**src/hw/rtl/aamd_pkg.sv**
```systemverilog
package aamd_pkg;

    // Default for the widest source image, in pixels.
    localparam int MAX_WIDTH_DEF = 2048;
    // Source height is always limited to this many rows.
    localparam int HEIGHT_LIMIT  = 2048;
    localparam int CFG_W         = 12;
    localparam int ROW_W         = 11;
    localparam int CHAN_W        = 8;
    localparam int TDATA_W       = 32;
    localparam int PAIR_W        = CHAN_W + 1;
    // Line store entry: 9-bit blue, green and red pair sums and a 2-bit count.
    localparam int SUM_W         = 3 * PAIR_W + 2;

    localparam logic [CHAN_W-1:0] OPAQUE = 8'd255;

    // Division by three as a multiply by 683/2048; exact for inputs up to 765.
    localparam logic [10:0] RECIP3       = 11'd683;
    localparam int          RECIP3_SHIFT = 11;

    typedef enum logic [1:0] {
        CFG_IMAGE_WIDTH  = 2'd0,
        CFG_IMAGE_HEIGHT = 2'd1,
        CFG_HAS_ALPHA    = 2'd2
    } t_cfg_idx;

    typedef enum logic [1:0] {
        S_IDLE,
        S_COMBINE,
        S_FINISH
    } t_state;

    typedef struct packed {
        logic [CFG_W-1:0] image_width;
        logic [CFG_W-1:0] image_height;
        logic             has_alpha;
    } t_cfg;

    typedef struct packed {
        logic accept;
        logic combine;
        logic load_out;
    } t_cmd;

    typedef struct packed {
        logic produce;
    } t_status;

    function automatic logic [CHAN_W-1:0] div3(input logic [9:0] sum);
        logic [20:0] prod;
        prod = 21'(sum) * 21'(RECIP3);
        return prod[RECIP3_SHIFT+CHAN_W-1:RECIP3_SHIFT];
    endfunction

endpackage

```
**src/hw/rtl/aamd_ctrl.sv**
```systemverilog
module aamd_ctrl (
    input  logic              i_clk,
    input  logic              i_rst_n,
    input  logic              i_s_tvalid,
    input  logic              i_m_tready,
    input  aamd_pkg::t_status i_status,
    output logic              o_s_tready,
    output logic              o_m_tvalid,
    output aamd_pkg::t_cmd    o_cmd
);
    import aamd_pkg::*;

    t_state r_state, n_state;
    logic   r_out_valid, n_out_valid;
    logic   c_out_free;

    assign c_out_free = !r_out_valid || i_m_tready;

    always_comb begin
        n_state = r_state;
        unique case (r_state)
            S_IDLE: begin
                if (i_s_tvalid && i_status.produce) begin
                    n_state = S_COMBINE;
                end
            end
            S_COMBINE: n_state = S_FINISH;
            S_FINISH: begin
                if (c_out_free) begin
                    n_state = S_IDLE;
                end
            end
            default: n_state = S_IDLE;
        endcase
    end

    always_comb begin
        o_s_tready     = 1'b0;
        o_cmd.accept   = 1'b0;
        o_cmd.combine  = 1'b0;
        o_cmd.load_out = 1'b0;
        unique case (r_state)
            S_IDLE: begin
                o_s_tready   = 1'b1;
                o_cmd.accept = i_s_tvalid;
            end
            S_COMBINE: o_cmd.combine = 1'b1;
            S_FINISH:  o_cmd.load_out = c_out_free;
            default: ;
        endcase
    end

    always_comb begin
        n_out_valid = r_out_valid;
        if (o_cmd.load_out) begin
            n_out_valid = 1'b1;
        end else if (i_m_tready) begin
            n_out_valid = 1'b0;
        end
    end

    always_ff @(posedge i_clk) begin
        if (!i_rst_n) begin
            r_state     <= S_IDLE;
            r_out_valid <= 1'b0;
        end else begin
            r_state     <= n_state;
            r_out_valid <= n_out_valid;
        end
    end

    assign o_m_tvalid = r_out_valid;

    a_combine_then_finish: assert property (@(posedge i_clk) disable iff (!i_rst_n)
        r_state == S_COMBINE |=> r_state == S_FINISH)
        else $error("merge step not followed by result step");

    a_no_overwrite: assert property (@(posedge i_clk) disable iff (!i_rst_n)
        o_cmd.load_out |-> (!r_out_valid || i_m_tready))
        else $error("result register overwritten while still pending");

    a_block_close_starts_merge: assert property (@(posedge i_clk) disable iff (!i_rst_n)
        o_cmd.accept && i_status.produce |=> r_state == S_COMBINE)
        else $error("block-closing item did not start a merge");

    a_load_sets_valid: assert property (@(posedge i_clk) disable iff (!i_rst_n)
        o_cmd.load_out |=> o_m_tvalid)
        else $error("loaded result not presented");

endmodule

```
**config.mk**
```make
export PLATFORM = sky130hd
export DESIGN_NAME = aamd_ctrl
export DESIGN_NICKNAME = d
export VERILOG_FILES = /design/src/hw/rtl/aamd_pkg.sv /design/src/hw/rtl/aamd_ctrl.sv
export SDC_FILE = /design/constraint.sdc
export NUM_CORES = 1
export LEC_CHECK = 0
export BUFFER_PORTS_ARGS = -buffer_cell sky130_fd_sc_hd__buf_4
export CAP_MARGIN = 10
export CELL_PAD_IN_SITES_DETAIL_PLACEMENT = 1
export CELL_PAD_IN_SITES_GLOBAL_PLACEMENT = 2
export CORE_AREA = 2 2 39 41
export DETAILED_ROUTE_END_ITERATION = 8
export DIE_AREA = 0 0 41 43
export PLACE_DENSITY_LB_ADDON = 0.12
export SYNTH_ARGS = -nofsm -noshare
export SYNTH_HDL_FRONTEND = slang
export SYNTH_SLANG_ARGS = --single-unit
```
**constraint.sdc**
```tcl
create_clock -name i_clk -period 2.6 [get_ports i_clk]
set_input_delay 0.26 -clock i_clk [delete_from_list [all_inputs] [get_ports i_clk]]
set_output_delay 0.26 -clock i_clk [all_outputs]
set_load 0.05 [all_outputs]
```
Word-level counts from Yosys, hierarchy flattened
Cells that the tools add are included.
Storage, ports and cells
  flip-flop bits (word level): 3
  logic and storage cells: 21
  output and inout port bits: 5
Operators by class
  equality and inequality tests: 4
  reductions and logical operators: 6
  muxes and demuxes: 9
Operators with widths (number)
  2-to-1 mux 1 bit: 6
  one-hot mux 2 bit (3 select lines): 1
  2-to-1 mux 2 bit: 2
  inequality test 2 bit (second input constant): 2
  == test 2 x 1 -> 1 bit (second input constant): 1
  == test 2 bit (second input constant): 1
  logical NOT 2 bit: 1
  AND reduction 2 bit: 1
  nonzero test 2 bit: 1
  logical AND 1 bit: 1
  logical NOT 1 bit: 1
  logical OR 1 bit: 1

Depth between registers and ports, before layout
  depth after elaboration: 4
  depth in mapped cells: 3

Least setup slack after synthesis
No wires, ideal clock.
  path kind: reg2reg
  from: reg r_state[1]
  to: reg r_state[0]
  path buffers: 0
  arrival: 1258 ps
  cell stages (with the launch flop): 3
  slack: 1280 ps
  period minus slack after synthesis: 1320 ps
  cell sequence: dfxtp_1 nor3b_2 and3_1
On the way
  word-level cells in the longest chain between the ends: 3
  elaborated cells between the ends (all ways): 7
  classes of those cells: eq/ne (4); mux (1); reduce/logical (2)
RTL lines
  start: declaration: RTL line aamd_ctrl.sv:13  | t_state r_state, n_state;
  start signal: assignment: RTL line aamd_ctrl.sv:67  | r_state <= n_state;
  == test 2 bit / logical NOT 2 bit (equally long branches): RTL line aamd_ctrl.sv:21  | unique case (r_state)
  inequality test 2 bit (no source line)
  AND reduction 2 bit (no source line)
Several ways; a longest one is shown, not always the timed one.
A chain may end at the register's enable or synchronous reset.

==> results.py <==
metrics = {
    "yosys": {
        "ys_seq_area_frac": 0.390,
        "postSynthAreaPerCell_um2": 10.3,
        "muxShareOfSynthArea": 0,
        "ys_seq_elements": 3,
        "synth_nets": 20,
        "synth_warnings": 0,
        "synth_simple_gate_area_frac": 0.415,
        "synth_top_family_by_area": "simple AND/OR/NAND/NOR gates",
        "synth-compound-area-share": 0.0976,
        "synth_xor_area_frac": 0,
        "synth_cells": 15,
        "ys_types": 11,
        "synthAdderAreaFrac": 0,
        "syn_area_um2": 154,
    },
    "clock_tree": {
        "htreeDepth": 1,
        "cts_resized": 0,
        "cts_buffer_depth": 2,
        "path_clk_slew_ps": 40,
        "cts_num_sinks": 3,
        "cts_tree": "yes",
        "root_buffer": "clkbuf_4",
        "cts_setup_buffers": 0,
        "insertion_delay_ps": 230,
        "cts_hold_buf": 0,
        "cts_buffers": 3,
    },
    "finish": {
        "nNetsFinal": 32,
        "area_growth_syn_to_layout_pct": 64.2,
        "design_area_um2": 253,
        "utilization": 0.183,
        "antenna_cells": 0,
        "num-fill-cells": 169,
        "multi_input_area_um2": 78.8,
        "seqCellArea_um2": 60.1,
        "drive_above_1_share": 0.538,
    },
    "route": {
        "via_per_inst": 3.38,
        "vias": 142,
        "drt_iter0_markers": 0,
        "drc": 0,
        "drt_wl_total_um": 337,
        "dr.pass1.iters": 1,
        "postRouteAntennaNets": 0,
        "wl_per_cell_um": 8.02,
    },
    "floorplan": {
        "initial_core_util": 0.111,
        "die_area_mm2": 0.00176,
        "die-width_um": 41,
        "pin_count": 10,
        "die_h_um": 43,
        "rows": 14,
        "core_area_mm2": 0.00138,
    },
    "power": {
        "vdd_drop_max_mv": 0.150,
        "total_power_mw": 0.157,
        "power_density_mw_per_mm2": 622,
        "p_leak_nw": 0.117,
    },
    "run": {
        "drv_cap": 0,
    },
    "sta": {
        "setup_tns_ps": 0,
        "rsz0062_at_grt": "false",
        "setup_violations": 0,
        "finClkSkew_ps": 0.864,
        "worst_pin_slew_ps": 158,
        "timing.final.crit_share": 0.502,
        "report.final.slew_viol_count": 0,
        "fin_ws_ps": 1290,
        "max_freq_mhz": 766,
        "max_slew_margin": 0.894,
        "fin_crit_ps": 1310,
        "hold_viol": 0,
    },
    "placement": {
        "postPlaceCellArea_um2": 226,
        "dpl_worst_slack_ps": 1510,
        "io_buffers": 9,
        "place.gp.congestion": 0.630,
    },
    "critical_path": {
        "crit_buf_inv": 1,
        "path_cells": "nand2b_1 -> nor2b_1 -> buf_4",
        "worstPathMaxFanout": 5,
        "r2r_cells": 2,
        "cp-end-kind": "primary output",
        "arrival_ps": 1050,
        "path_class": "flop to primary output",
        "slowest_delay_ps": 330,
        "crit_family": "flip-flops",
        "slowest_stage": "dfxtp_1",
        "worstSetupStartpointType": "flop",
        "cp_num_cells": 3,
        "required_ps": 2340,
    },
    "grt": {
        "grt_usage": 0.0481,
        "antenna_found_initial": 0,
        "grt_pass1_vias": 140,
        "grt_pass1_wl_um": 531,
        "overflow": 0,
        "grt_max_degree": 6,
    },
    "hold_path": {
        "hold_path_depth": 2,
        "hp-class": "input pin to flop",
    },
    "run_status": {
        "status": "complete, no violations",
    },
}
==> metal layers <==
metal / GRT usage / vias to the layer above / share of wire
met4: 0.0600 / 0 / 0
met1: 0.0511 / 67 / 0.38
met5: 0 / - / 0
met3: 0.0157 / 0 / 0.071
met2: 0.0625 / 4 / 0.55
li1: - / 71 / -
==> per-stage QoR <==
step	cells	hold slack (ps)
after global routing	42	252
final	42	257
after floorplan	15	377
after CTS	42	251
after detailed placement	38	492
after global placement	38	494
==> synth_stat cells, drive strengths merged <==
cell type  number  area (µm²)
and3            1        6.26
nor2            1        3.75
buf             2        15.0
nand2b          2        12.5
and4bb          1        12.5
o21a            1        7.51
nor3b           1        12.5
and2b           1        10.0
nor2b           1        6.26
dfxtp           3        60.1
a21boi          1        7.51
==> kinds of logic (layout without fill, tap and decap cells) <==
logic type	after synthesis	in the layout
buf+inv	2	13
flops	3	3
compound gates	2	2
simple gates	8	8
==> flip-flops by register name, summed over array words and instances (netlist names) <==
signal      cells
o_m_tvalid      1
r_state         2
==> worst register-to-register path, delay by kind of cell, from the launching register on <==
family | cells | cell delay (ps)
simple gates | 1 | 210
compound gates | 1 | 170
flops | 1 | 380
==> power breakdown <==
part	internal (mW)	switching (mW)	total, mW	leakage (nW)
combinational	0.0121	0.0167	0.0288	0.0773
clock	0.0574	0.0217	0.0791	0.0150
sequential	0.0478	0.00153	0.0493	0.0244
==> final cells by class <==
cell class | instances | area share
multi-input cells | 10 | 0.312
repair buffers | 9 | 0.267
well taps | 16 | 0.0792
clock buffers | 4 | 0.104
flip-flops and latches | 3 | 0.238
==> layout by cell type, fill, tap and decap left out <==
master,n
clkbuf_1,1
nor2_1,1
and2b_4,1
buf_4,9
nor3b_2,1
nand2b_1,2
and3_1,1
o21a_1,1
a21boi_1,1
clkbuf_4,3
dfxtp_1,3
and4bb_1,1
nor2b_1,1
==> final timing paths <==
check,startpoint,end,slack (ps)
min,i_status,r_state[0]$_SDFFE_PN0P_,260
max reg2reg,r_state[1]$_SDFFE_PN0P_,r_state[1]$_SDFFE_PN0P_,1720
max,r_state[0]$_SDFFE_PN0P_,o_cmd[0],1290
min reg2reg,o_m_tvalid$_SDFFE_PN0P_,o_m_tvalid$_SDFFE_PN0P_,500
(Power assumes the default switching activity.)
