### src/hw/rtl/aamd_pkg.sv
package aamd_pkg;

    // Default for the widest source image, in pixels.
    localparam int MAX_WIDTH_DEF = 2048;
    // Source height is always limited to this many rows.
    localparam int HEIGHT_LIMIT  = 2048;
    localparam int CFG_W         = 12;
    localparam int ROW_W         = 11;
    localparam int CHAN_W        = 8;
    localparam int TDATA_W       = 32;
    localparam int PAIR_W        = CHAN_W + 1;
    // Line store entry: 9-bit blue, green and red pair sums and a 2-bit count.
    localparam int SUM_W         = 3 * PAIR_W + 2;

    localparam logic [CHAN_W-1:0] OPAQUE = 8'd255;

    // Division by three as a multiply by 683/2048; exact for inputs up to 765.
    localparam logic [10:0] RECIP3       = 11'd683;
    localparam int          RECIP3_SHIFT = 11;

    typedef enum logic [1:0] {
        CFG_IMAGE_WIDTH  = 2'd0,
        CFG_IMAGE_HEIGHT = 2'd1,
        CFG_HAS_ALPHA    = 2'd2
    } t_cfg_idx;

    typedef enum logic [1:0] {
        S_IDLE,
        S_COMBINE,
        S_FINISH
    } t_state;

    typedef struct packed {
        logic [CFG_W-1:0] image_width;
        logic [CFG_W-1:0] image_height;
        logic             has_alpha;
    } t_cfg;

    typedef struct packed {
        logic accept;
        logic combine;
        logic load_out;
    } t_cmd;

    typedef struct packed {
        logic produce;
    } t_status;

    function automatic logic [CHAN_W-1:0] div3(input logic [9:0] sum);
        logic [20:0] prod;
        prod = 21'(sum) * 21'(RECIP3);
        return prod[RECIP3_SHIFT+CHAN_W-1:RECIP3_SHIFT];
    endfunction

endpackage

### src/hw/rtl/aamd_cfg.sv
module aamd_cfg (
    input  logic                      i_clk,
    input  logic                      i_rst_n,
    input  logic                      i_cfg_we,
    input  logic [1:0]                i_cfg_index,
    input  logic [aamd_pkg::CFG_W-1:0] i_cfg_data,
    output aamd_pkg::t_cfg            o_cfg
);
    import aamd_pkg::*;

    t_cfg r_cfg;

    always_ff @(posedge i_clk) begin
        if (!i_rst_n) begin
            r_cfg.image_width  <= CFG_W'(2);
            r_cfg.image_height <= CFG_W'(2);
            r_cfg.has_alpha    <= 1'b1;
        end else if (i_cfg_we) begin
            unique case (t_cfg_idx'(i_cfg_index))
                CFG_IMAGE_WIDTH:  r_cfg.image_width  <= i_cfg_data;
                CFG_IMAGE_HEIGHT: r_cfg.image_height <= i_cfg_data;
                CFG_HAS_ALPHA:    r_cfg.has_alpha    <= i_cfg_data[0];
                default: ;
            endcase
        end
    end

    assign o_cfg = r_cfg;

endmodule

### config.mk
export PLATFORM = sky130hd
export DESIGN_NAME = aamd_cfg
export DESIGN_NICKNAME = d
export VERILOG_FILES = /design/src/hw/rtl/aamd_pkg.sv /design/src/hw/rtl/aamd_cfg.sv
export SDC_FILE = /design/constraint.sdc
export NUM_CORES = 1
export LEC_CHECK = 0
export BUFFER_PORTS_ARGS = -buffer_cell sky130_fd_sc_hd__buf_2
export CORE_MARGIN = 2
export CORE_UTILIZATION = 49
export CTS_CLUSTER_DIAMETER = 120
export DETAILED_ROUTE_END_ITERATION = 8
export PLACE_DENSITY = 0.82
export SLEW_MARGIN = 5
export SYNTH_ARGS = -nofsm -noshare
export SYNTH_HDL_FRONTEND = slang
export SYNTH_SLANG_ARGS = --single-unit
### constraint.sdc
create_clock -name i_clk -period 1.1 [get_ports i_clk]
set_input_delay 0.11 -clock i_clk [delete_from_list [all_inputs] [get_ports i_clk]]
set_output_delay 0.11 -clock i_clk [all_outputs]
set_load 0.05 [all_outputs]
# After elaboration in Yosys (flattened, before gate mapping)
# Index checks and enable logic that the tools add are counted.
# totals
ff_bits	25
input_bits	17
wordCells	9
# classes
eq_ne	2
n_reduce_logical	4
# op_table
cell	count
2-bit AND reduction	3
2-bit by 1-bit equality test with 1-bit output (second input constant)	1
2-bit equality test (second input constant)	1
2-bit zero test	1

# Longest topological paths before layout
# Gate-level depths: netlist (run 1).
# depth
ltp_word	2
mapped_depth	4

# Worst setup path after synthesis (run 1)
# OpenSTA, ideal clock, no wires.
# synth_path
path_kind	register -> register
start	reg, netlist name o_cfg[0]
end	reg r_cfg (netlist bit o_cfg[0])
setup_ns	0.079
arrival_time_ns	0.840
t_required_ns	1.021
path_slack_ns	0.181
stages_incl_launch_ff	3
n_path_buf	0
synth_period_minus_slack_ns	0.919
cell_sequence	dfxtp_1 inv_1 o211ai_1
# synth_lines
element	line	rtl
end, declared	aamd_cfg.sv:11	t_cfg r_cfg;

# Worst setup path after layout (run 1)
# layout_path
start	reg r_cfg (netlist bit o_cfg[9])
end	out o_cfg[9] (netlist bit)
# layout_lines
element	line	rtl
end, declared	aamd_cfg.sv:7	output aamd_pkg::t_cfg o_cfg
# No word-level cell between the ends.

==> impl_metrics.csv, run 1 <==
group,metric,value,unit
synth,synth_top_area_share,51.0,%
placed_design,gp_congestion,0.716,
clocking,ctsLongestPathBuffers,2,
power,swShare,28.8,%
grt,grt_pass1_wl,3180,um
die,die_w,48.7,um
setup_path,crit_chain,"buf_2",
synth,syn-num-nets,114,
setup_path,endpoint,"o_cfg[9]",
detailed_routing,ant_nets,0,
placed_design,io_buffers,41,
setup_path,cp.required,0.99,ns
detailed_routing,drc,0,
sta,tns,0,ns
detailed_routing,wire_per_inst,11.6,um
sta,fin_crit,1.06,ns
grt,grt_pass1_vias,746,
detailed_routing,viasPerCell,4.73,
sta,worst-slew-pin-transition,0.255,ns
setup_path,reg2reg_from,"o_cfg[23]",
cells_and_area,n_antenna_cell,0,
power,ir_drop,0.000964,V
synth,ys_seq_elements,25,
job,max_cap_violations,0,
power,power_density,1310,nW/um2
grt,gr-total-overflow,0,
clocking,cts_sinks,25,
synth,avgSynthCellArea,10.1,um2
detailed_routing,drt-pass1-iter-count,5,
grt,antenna_found_initial,0,
setup_path,cp.arrival,0.95,ns
sta,fin_skew,0,ns
setup_path,slowest_delay,0.37,ns
setup_path,crit_family,"flip-flops",
clocking,cts_setup_buffers,0,
setup_path,r2r_slack,0.45,ns
sta,maxSlewViolCount,0,
grt,grtUsageTotal,17.0,%
clocking,htreeDepth,1,
clocking,cts-hold-fix-buffers,0,
synth,ys_warn_count,0,
clocking,cts_root_buf,"clkbuf_4",
setup_path,r2r_cells,2,
sta,rsz0062_at_grt,"no",
setup_path,cp.buffers_inverters,1,
sta,setup-violations-final,0,
power,seq_power_share,57.7,%
cells_and_area,final_cell_mix,"buf_2 (35), nand2_1 (33), dfxtp_1 (25)",
setup_path,startpoint,"o_cfg[9]",
synth,ys_types,12,
die,initial_core_util,51.0,%
detailed_routing,drt_iter0_markers,9,
outcome,outcome,"finished, final reports clean",
power,clkPwrFrac,24.4,%
cells_and_area,largest_reg_flops,25,
min_path,hp-class,"input pin to flop",
placed_design,hpwl,1360,um
synth,postSynthCellCount,97,
setup_path,crit_path_max_fanout,2,
power,leakagePower,0.000643,uW
die,die_area,2380,um2
setup_path,cp_slowest_cell,"dfxtp_1",
sta,fmax,944,MHz
sta,slew_headroom,83.1,%
sta,finalCritPeriodShare,96.3,%
cells_and_area,nFillCells,170,
setup_path,start_kind,"flop",
die,rows,16,
placed_design,dpl_cell_area,1220,um2
synth,ys_seq_area_share,51.0,%
cells_and_area,final_util,65.9,%
setup_path,end_kind,"output pin",
clocking,cts-buffers-inserted,3,
sta,hold_viol,0,
cells_and_area,nets,157,
cells_and_area,drive_above_1_share,34.5,%
die,fp.dieH,48.7,um
die,core,1920,um2
setup_path,path_depth,1,
clocking,insertion_delay,0.30,ns
synth,synthTopCellsByArea,"dfxtp_1 (51%), mux2i_1 (24%), nand2_1 (13%)",
cells_and_area,final_common_cell,"buf_2",
cells_and_area,fin_area,1270,um2
clocking,cts_tree,"yes",
power,p_int,1180,uW
grt,grt_max_degree,28,
detailed_routing,num_vias,785,
die,pin_count,42,
power,combPwrFrac,18.0,%
clocking,path_clk_slew,0.14,ns
detailed_routing,drt-total-wl,1920,um
setup_path,timing.rr.end,"o_cfg[23]",
synth,synth_area_leader_cell,"dfxtp_1",
cells_and_area,area_growth,29.1,%
setup_path,path_class,"flop to output pin",
synth,syn_area,981,um2
power,p_switching,476,uW
[per-layer routing]
layer | global-route usage, % | share of wire [%]
met3 | 4.01 | 5.9
met2 | 31.1 | 51
met4 | 5.71 | 0
met5 | 0 | 0
met1 | 19.2 | 43
[cells by family (layout without fill, tap and decap cells)]
family                 Yosys count  in the layout  synth area share (%)
AO/OA/AOI/OAI                    1              1                 0.766
multiplexers                    24             24                  24.5
AND/OR/NAND/NOR                 40             40                  19.0
buffers and inverters            7             49                  4.72
flip-flops                      25             25                  51.0
[worst min path at each step]
stage / start / endpoint / slack (ns) / depth (start not counted)
2_1_floorplan: i_cfg_data[9] / o_cfg[10] / 0.27 / 2
3_3_place_gp: i_cfg_data[1] / o_cfg[2] / 0.38 / 3
3_5_place_dp: i_cfg_data[1] / o_cfg[2] / 0.39 / 3
4_1_cts: i_cfg_data[8] / o_cfg[9] / 0.04 / 3
5_1_grt: i_cfg_data[8] / o_cfg[21] / 0.03 / 3
6_report: i_cfg_data[8] / o_cfg[9] / 0.04 / 3
[repair_timing]
action / 4_1_cts / 5_1_grt
endpoints found under the setup margin: 0 / 6
resized for setup: 0 / 7
endpoints found under the hold margin: 0 / 0
[power by group through the flow]
stage	Combinational [uW]	Sequential (uW)	Clock, uW
after floorplan	94.2	1090	0
after global placement	289	972	0
after detailed placement	295	973	0
after CTS	296	954	412
after global routing	315	959	454
final	297	954	403
[through the flow]
stage          hold WS [ns]  setup WS [ns]  instances  power (uW)
4_1_cts              0.0418         0.0178        166        1660
2_1_floorplan         0.272          0.181         97        1180
3_3_place_gp          0.376          0.217        162        1260
3_5_place_dp          0.385          0.173        162        1270
6_report             0.0440         0.0403        166        1650
5_1_grt              0.0310        0.00261        166        1730
[worst register-to-register path: stages, from the launching register on]
cell     delay (ns)
dfxtp_1        0.38
nand2_1        0.06
mux2i_1        0.15
[synth_stat cells]
library cell / number
nor2b_1: 3
o211ai_1: 1
buf_2: 4
nand3b_1: 1
nand4b_1: 1
nor3b_4: 1
nand2_1: 33
and3b_1: 1
inv_1: 1
dfxtp_1: 25
mux2i_1: 24
buf_6: 2
[area by class of cell]
cell class,count,area [um2],area share [%]
sequential,25,500,39.5
multi-input combinational,65,434,34.3
timing repair buffer,44,268,21.1
tap,27,33.8,2.67
clock buffer,4,26.3,2.08
inverter,1,3.75,0.296
No activity file was read; power rests on OpenSTA's default activity.
==> run 2, diff against run 1 <==
--- a/config.mk
+++ b/config.mk
@@ -10,6 +10,7 @@
 export CORE_UTILIZATION = 49
 export CTS_CLUSTER_DIAMETER = 120
 export DETAILED_ROUTE_END_ITERATION = 8
+export GPL_TIMING_DRIVEN = 0
 export PLACE_DENSITY = 0.82
 export SLEW_MARGIN = 5
 export SYNTH_ARGS = -nofsm -noshare
==> run 2 against run 1 <==
Effect of this change:
- count of clock-buffer cells in the layout down 1
- clock power is 1% lower
- hold slack worse by 0.0020 ns
- worst setup slack better by 0.0066 ns
- critical path depth unchanged
- largest power group unchanged
- highest routed layer is now met4
==> impl_metrics.csv, run 2 (synthesized netlist as in run 1, its figures left out) <==
group,metric,value,unit
grt,grt_pass1_wl,3620,um
detailed_routing,viasPerCell,4.88,
sta,tns,0,ns
clocking,cts_tree,"yes",
grt,antenna_found_initial,0,
cells_and_area,drive_above_1_share,36.2,%
grt,grtUsageTotal,19.6,%
placed_design,io_buffers,40,
die,die_w,48.7,um
detailed_routing,drt-total-wl,2010,um
setup_path,path_class,"flop to output pin",
detailed_routing,drt-pass1-iter-count,4,
die,rows,16,
sta,slew_headroom,82.9,%
power,power_density,1320,nW/um2
grt,grt_pass1_vias,849,
sta,fin_crit,1.05,ns
sta,maxSlewViolCount,0,
setup_path,cp.required,0.99,ns
detailed_routing,drc,0,
grt,gr-total-overflow,0,
setup_path,crit_family,"flip-flops",
detailed_routing,num_vias,820,
setup_path,crit_chain,"buf_2",
setup_path,start_kind,"flop",
cells_and_area,n_antenna_cell,0,
die,die_area,2380,um2
clocking,cts-buffers-inserted,3,
detailed_routing,ant_nets,0,
setup_path,crit_path_max_fanout,2,
setup_path,cp.arrival,0.94,ns
placed_design,dpl_cell_area,1210,um2
power,ir_drop,0.000889,V
setup_path,cp.buffers_inverters,1,
outcome,outcome,"finished, final reports clean",
sta,rsz0062_at_grt,"no",
die,fp.dieH,48.7,um
clocking,cts_root_buf,"clkbuf_4",
cells_and_area,final_util,64.8,%
setup_path,slowest_delay,0.36,ns
die,initial_core_util,51.0,%
setup_path,cp_slowest_cell,"dfxtp_1",
detailed_routing,wire_per_inst,12.0,um
clocking,ctsLongestPathBuffers,2,
clocking,cts-hold-fix-buffers,0,
sta,fin_skew,0,ns
cells_and_area,final_cell_mix,"buf_2 (43), nand2_1 (33), dfxtp_1 (25)",
sta,worst-slew-pin-transition,0.258,ns
die,pin_count,42,
cells_and_area,area_growth,26.9,%
setup_path,end_kind,"output pin",
sta,setup-violations-final,0,
cells_and_area,nets,159,
clocking,cts_sinks,25,
detailed_routing,drt_iter0_markers,10,
die,core,1920,um2
cells_and_area,largest_reg_flops,25,
sta,hold_viol,0,
cells_and_area,final_common_cell,"buf_2",
placed_design,gp_congestion,0.696,
grt,grt_max_degree,15,
clocking,path_clk_slew,0.14,ns
power,leakagePower,0.000648,uW
placed_design,hpwl,1510,um
min_path,hp-class,"input pin to flop",
clocking,htreeDepth,1,
sta,fmax,950,MHz
job,max_cap_violations,0,
cells_and_area,fin_area,1240,um2
sta,finalCritPeriodShare,95.7,%
clocking,insertion_delay,0.30,ns
[run 2: cell types whose count changed in the layout (fill, tap and decap cells not counted)]
cell / before / now
clkinv_2: 0 / 1
clkbuf_1: 1 / 0
buf_4: 2 / 0
clkbuf_4: 8 / 4
buf_6: 0 / 2
buf_2: 35 / 43
buf_12: 2 / 0
[run 2: power breakdown]
part / internal, uW / switching, uW / leakage [uW]
registers: 938 / 14.7 / 0.000203
clock network: 136 / 262 / 0.0000177
logic: 90.5 / 201 / 0.000427
[run 2: path summary, 6_finish.rpt]
check	startpoint	to	slack (ns)	depth (start not counted)
worst min register to register	o_cfg[13]	o_cfg[13]	0.47	2
worst max-delay path	o_cfg[10]	o_cfg[10]	0.05	1
worst min-delay path	i_cfg_data[3]	o_cfg[4]	0.04	3
worst max register to register	o_cfg[0]	o_cfg[0]	0.48	2
[run 2: layout make-up]
type | count | area, um2
fill | 190 | 677
sequential | 25 | 500
multi-input combinational | 65 | 434
timing repair buffer | 40 | 203
buffer | 6 | 42.5
tap | 27 | 33.8
clock buffer | 3 | 22.5
clock inverter | 1 | 5.00
inverter | 1 | 3.75
[run 2: metal layers]
metal	up-vias	share of wire (%)	global-route usage, %
met5	-	0	0
met4	0	0.85	5.71
met3	4	6.0	4.94
met2	27	50	36.8
met1	383	44	21.5
li1	406	-	-
[run 2: worst min-delay path: cells and delay by family]
family        cells  cell delay [ns]
buf+inv           1             0.09
simple gates      1             0.06
mux               1             0.06
[run 2: through the flow]
step	std cells	setup WS, ns	total power (uW)	hold slack [ns]
after floorplan	97	0.181	1180	0.272
after global placement	164	0.110	1260	0.370
after detailed placement	164	0.0785	1270	0.392
after CTS	168	0.0409	1660	0.0413
after global routing	168	0.00337	1710	0.0547
final	168	0.0469	1640	0.0420
[run 2: timing repair]
| action | CTS | global route |
|---|---|---|
| setup endpoints to repair | 0 | 1 |
| endpoints found under the hold margin | 0 | 0 |
| buffers inserted | 0 | 0 |
| gates resized for setup | 0 | 1 |
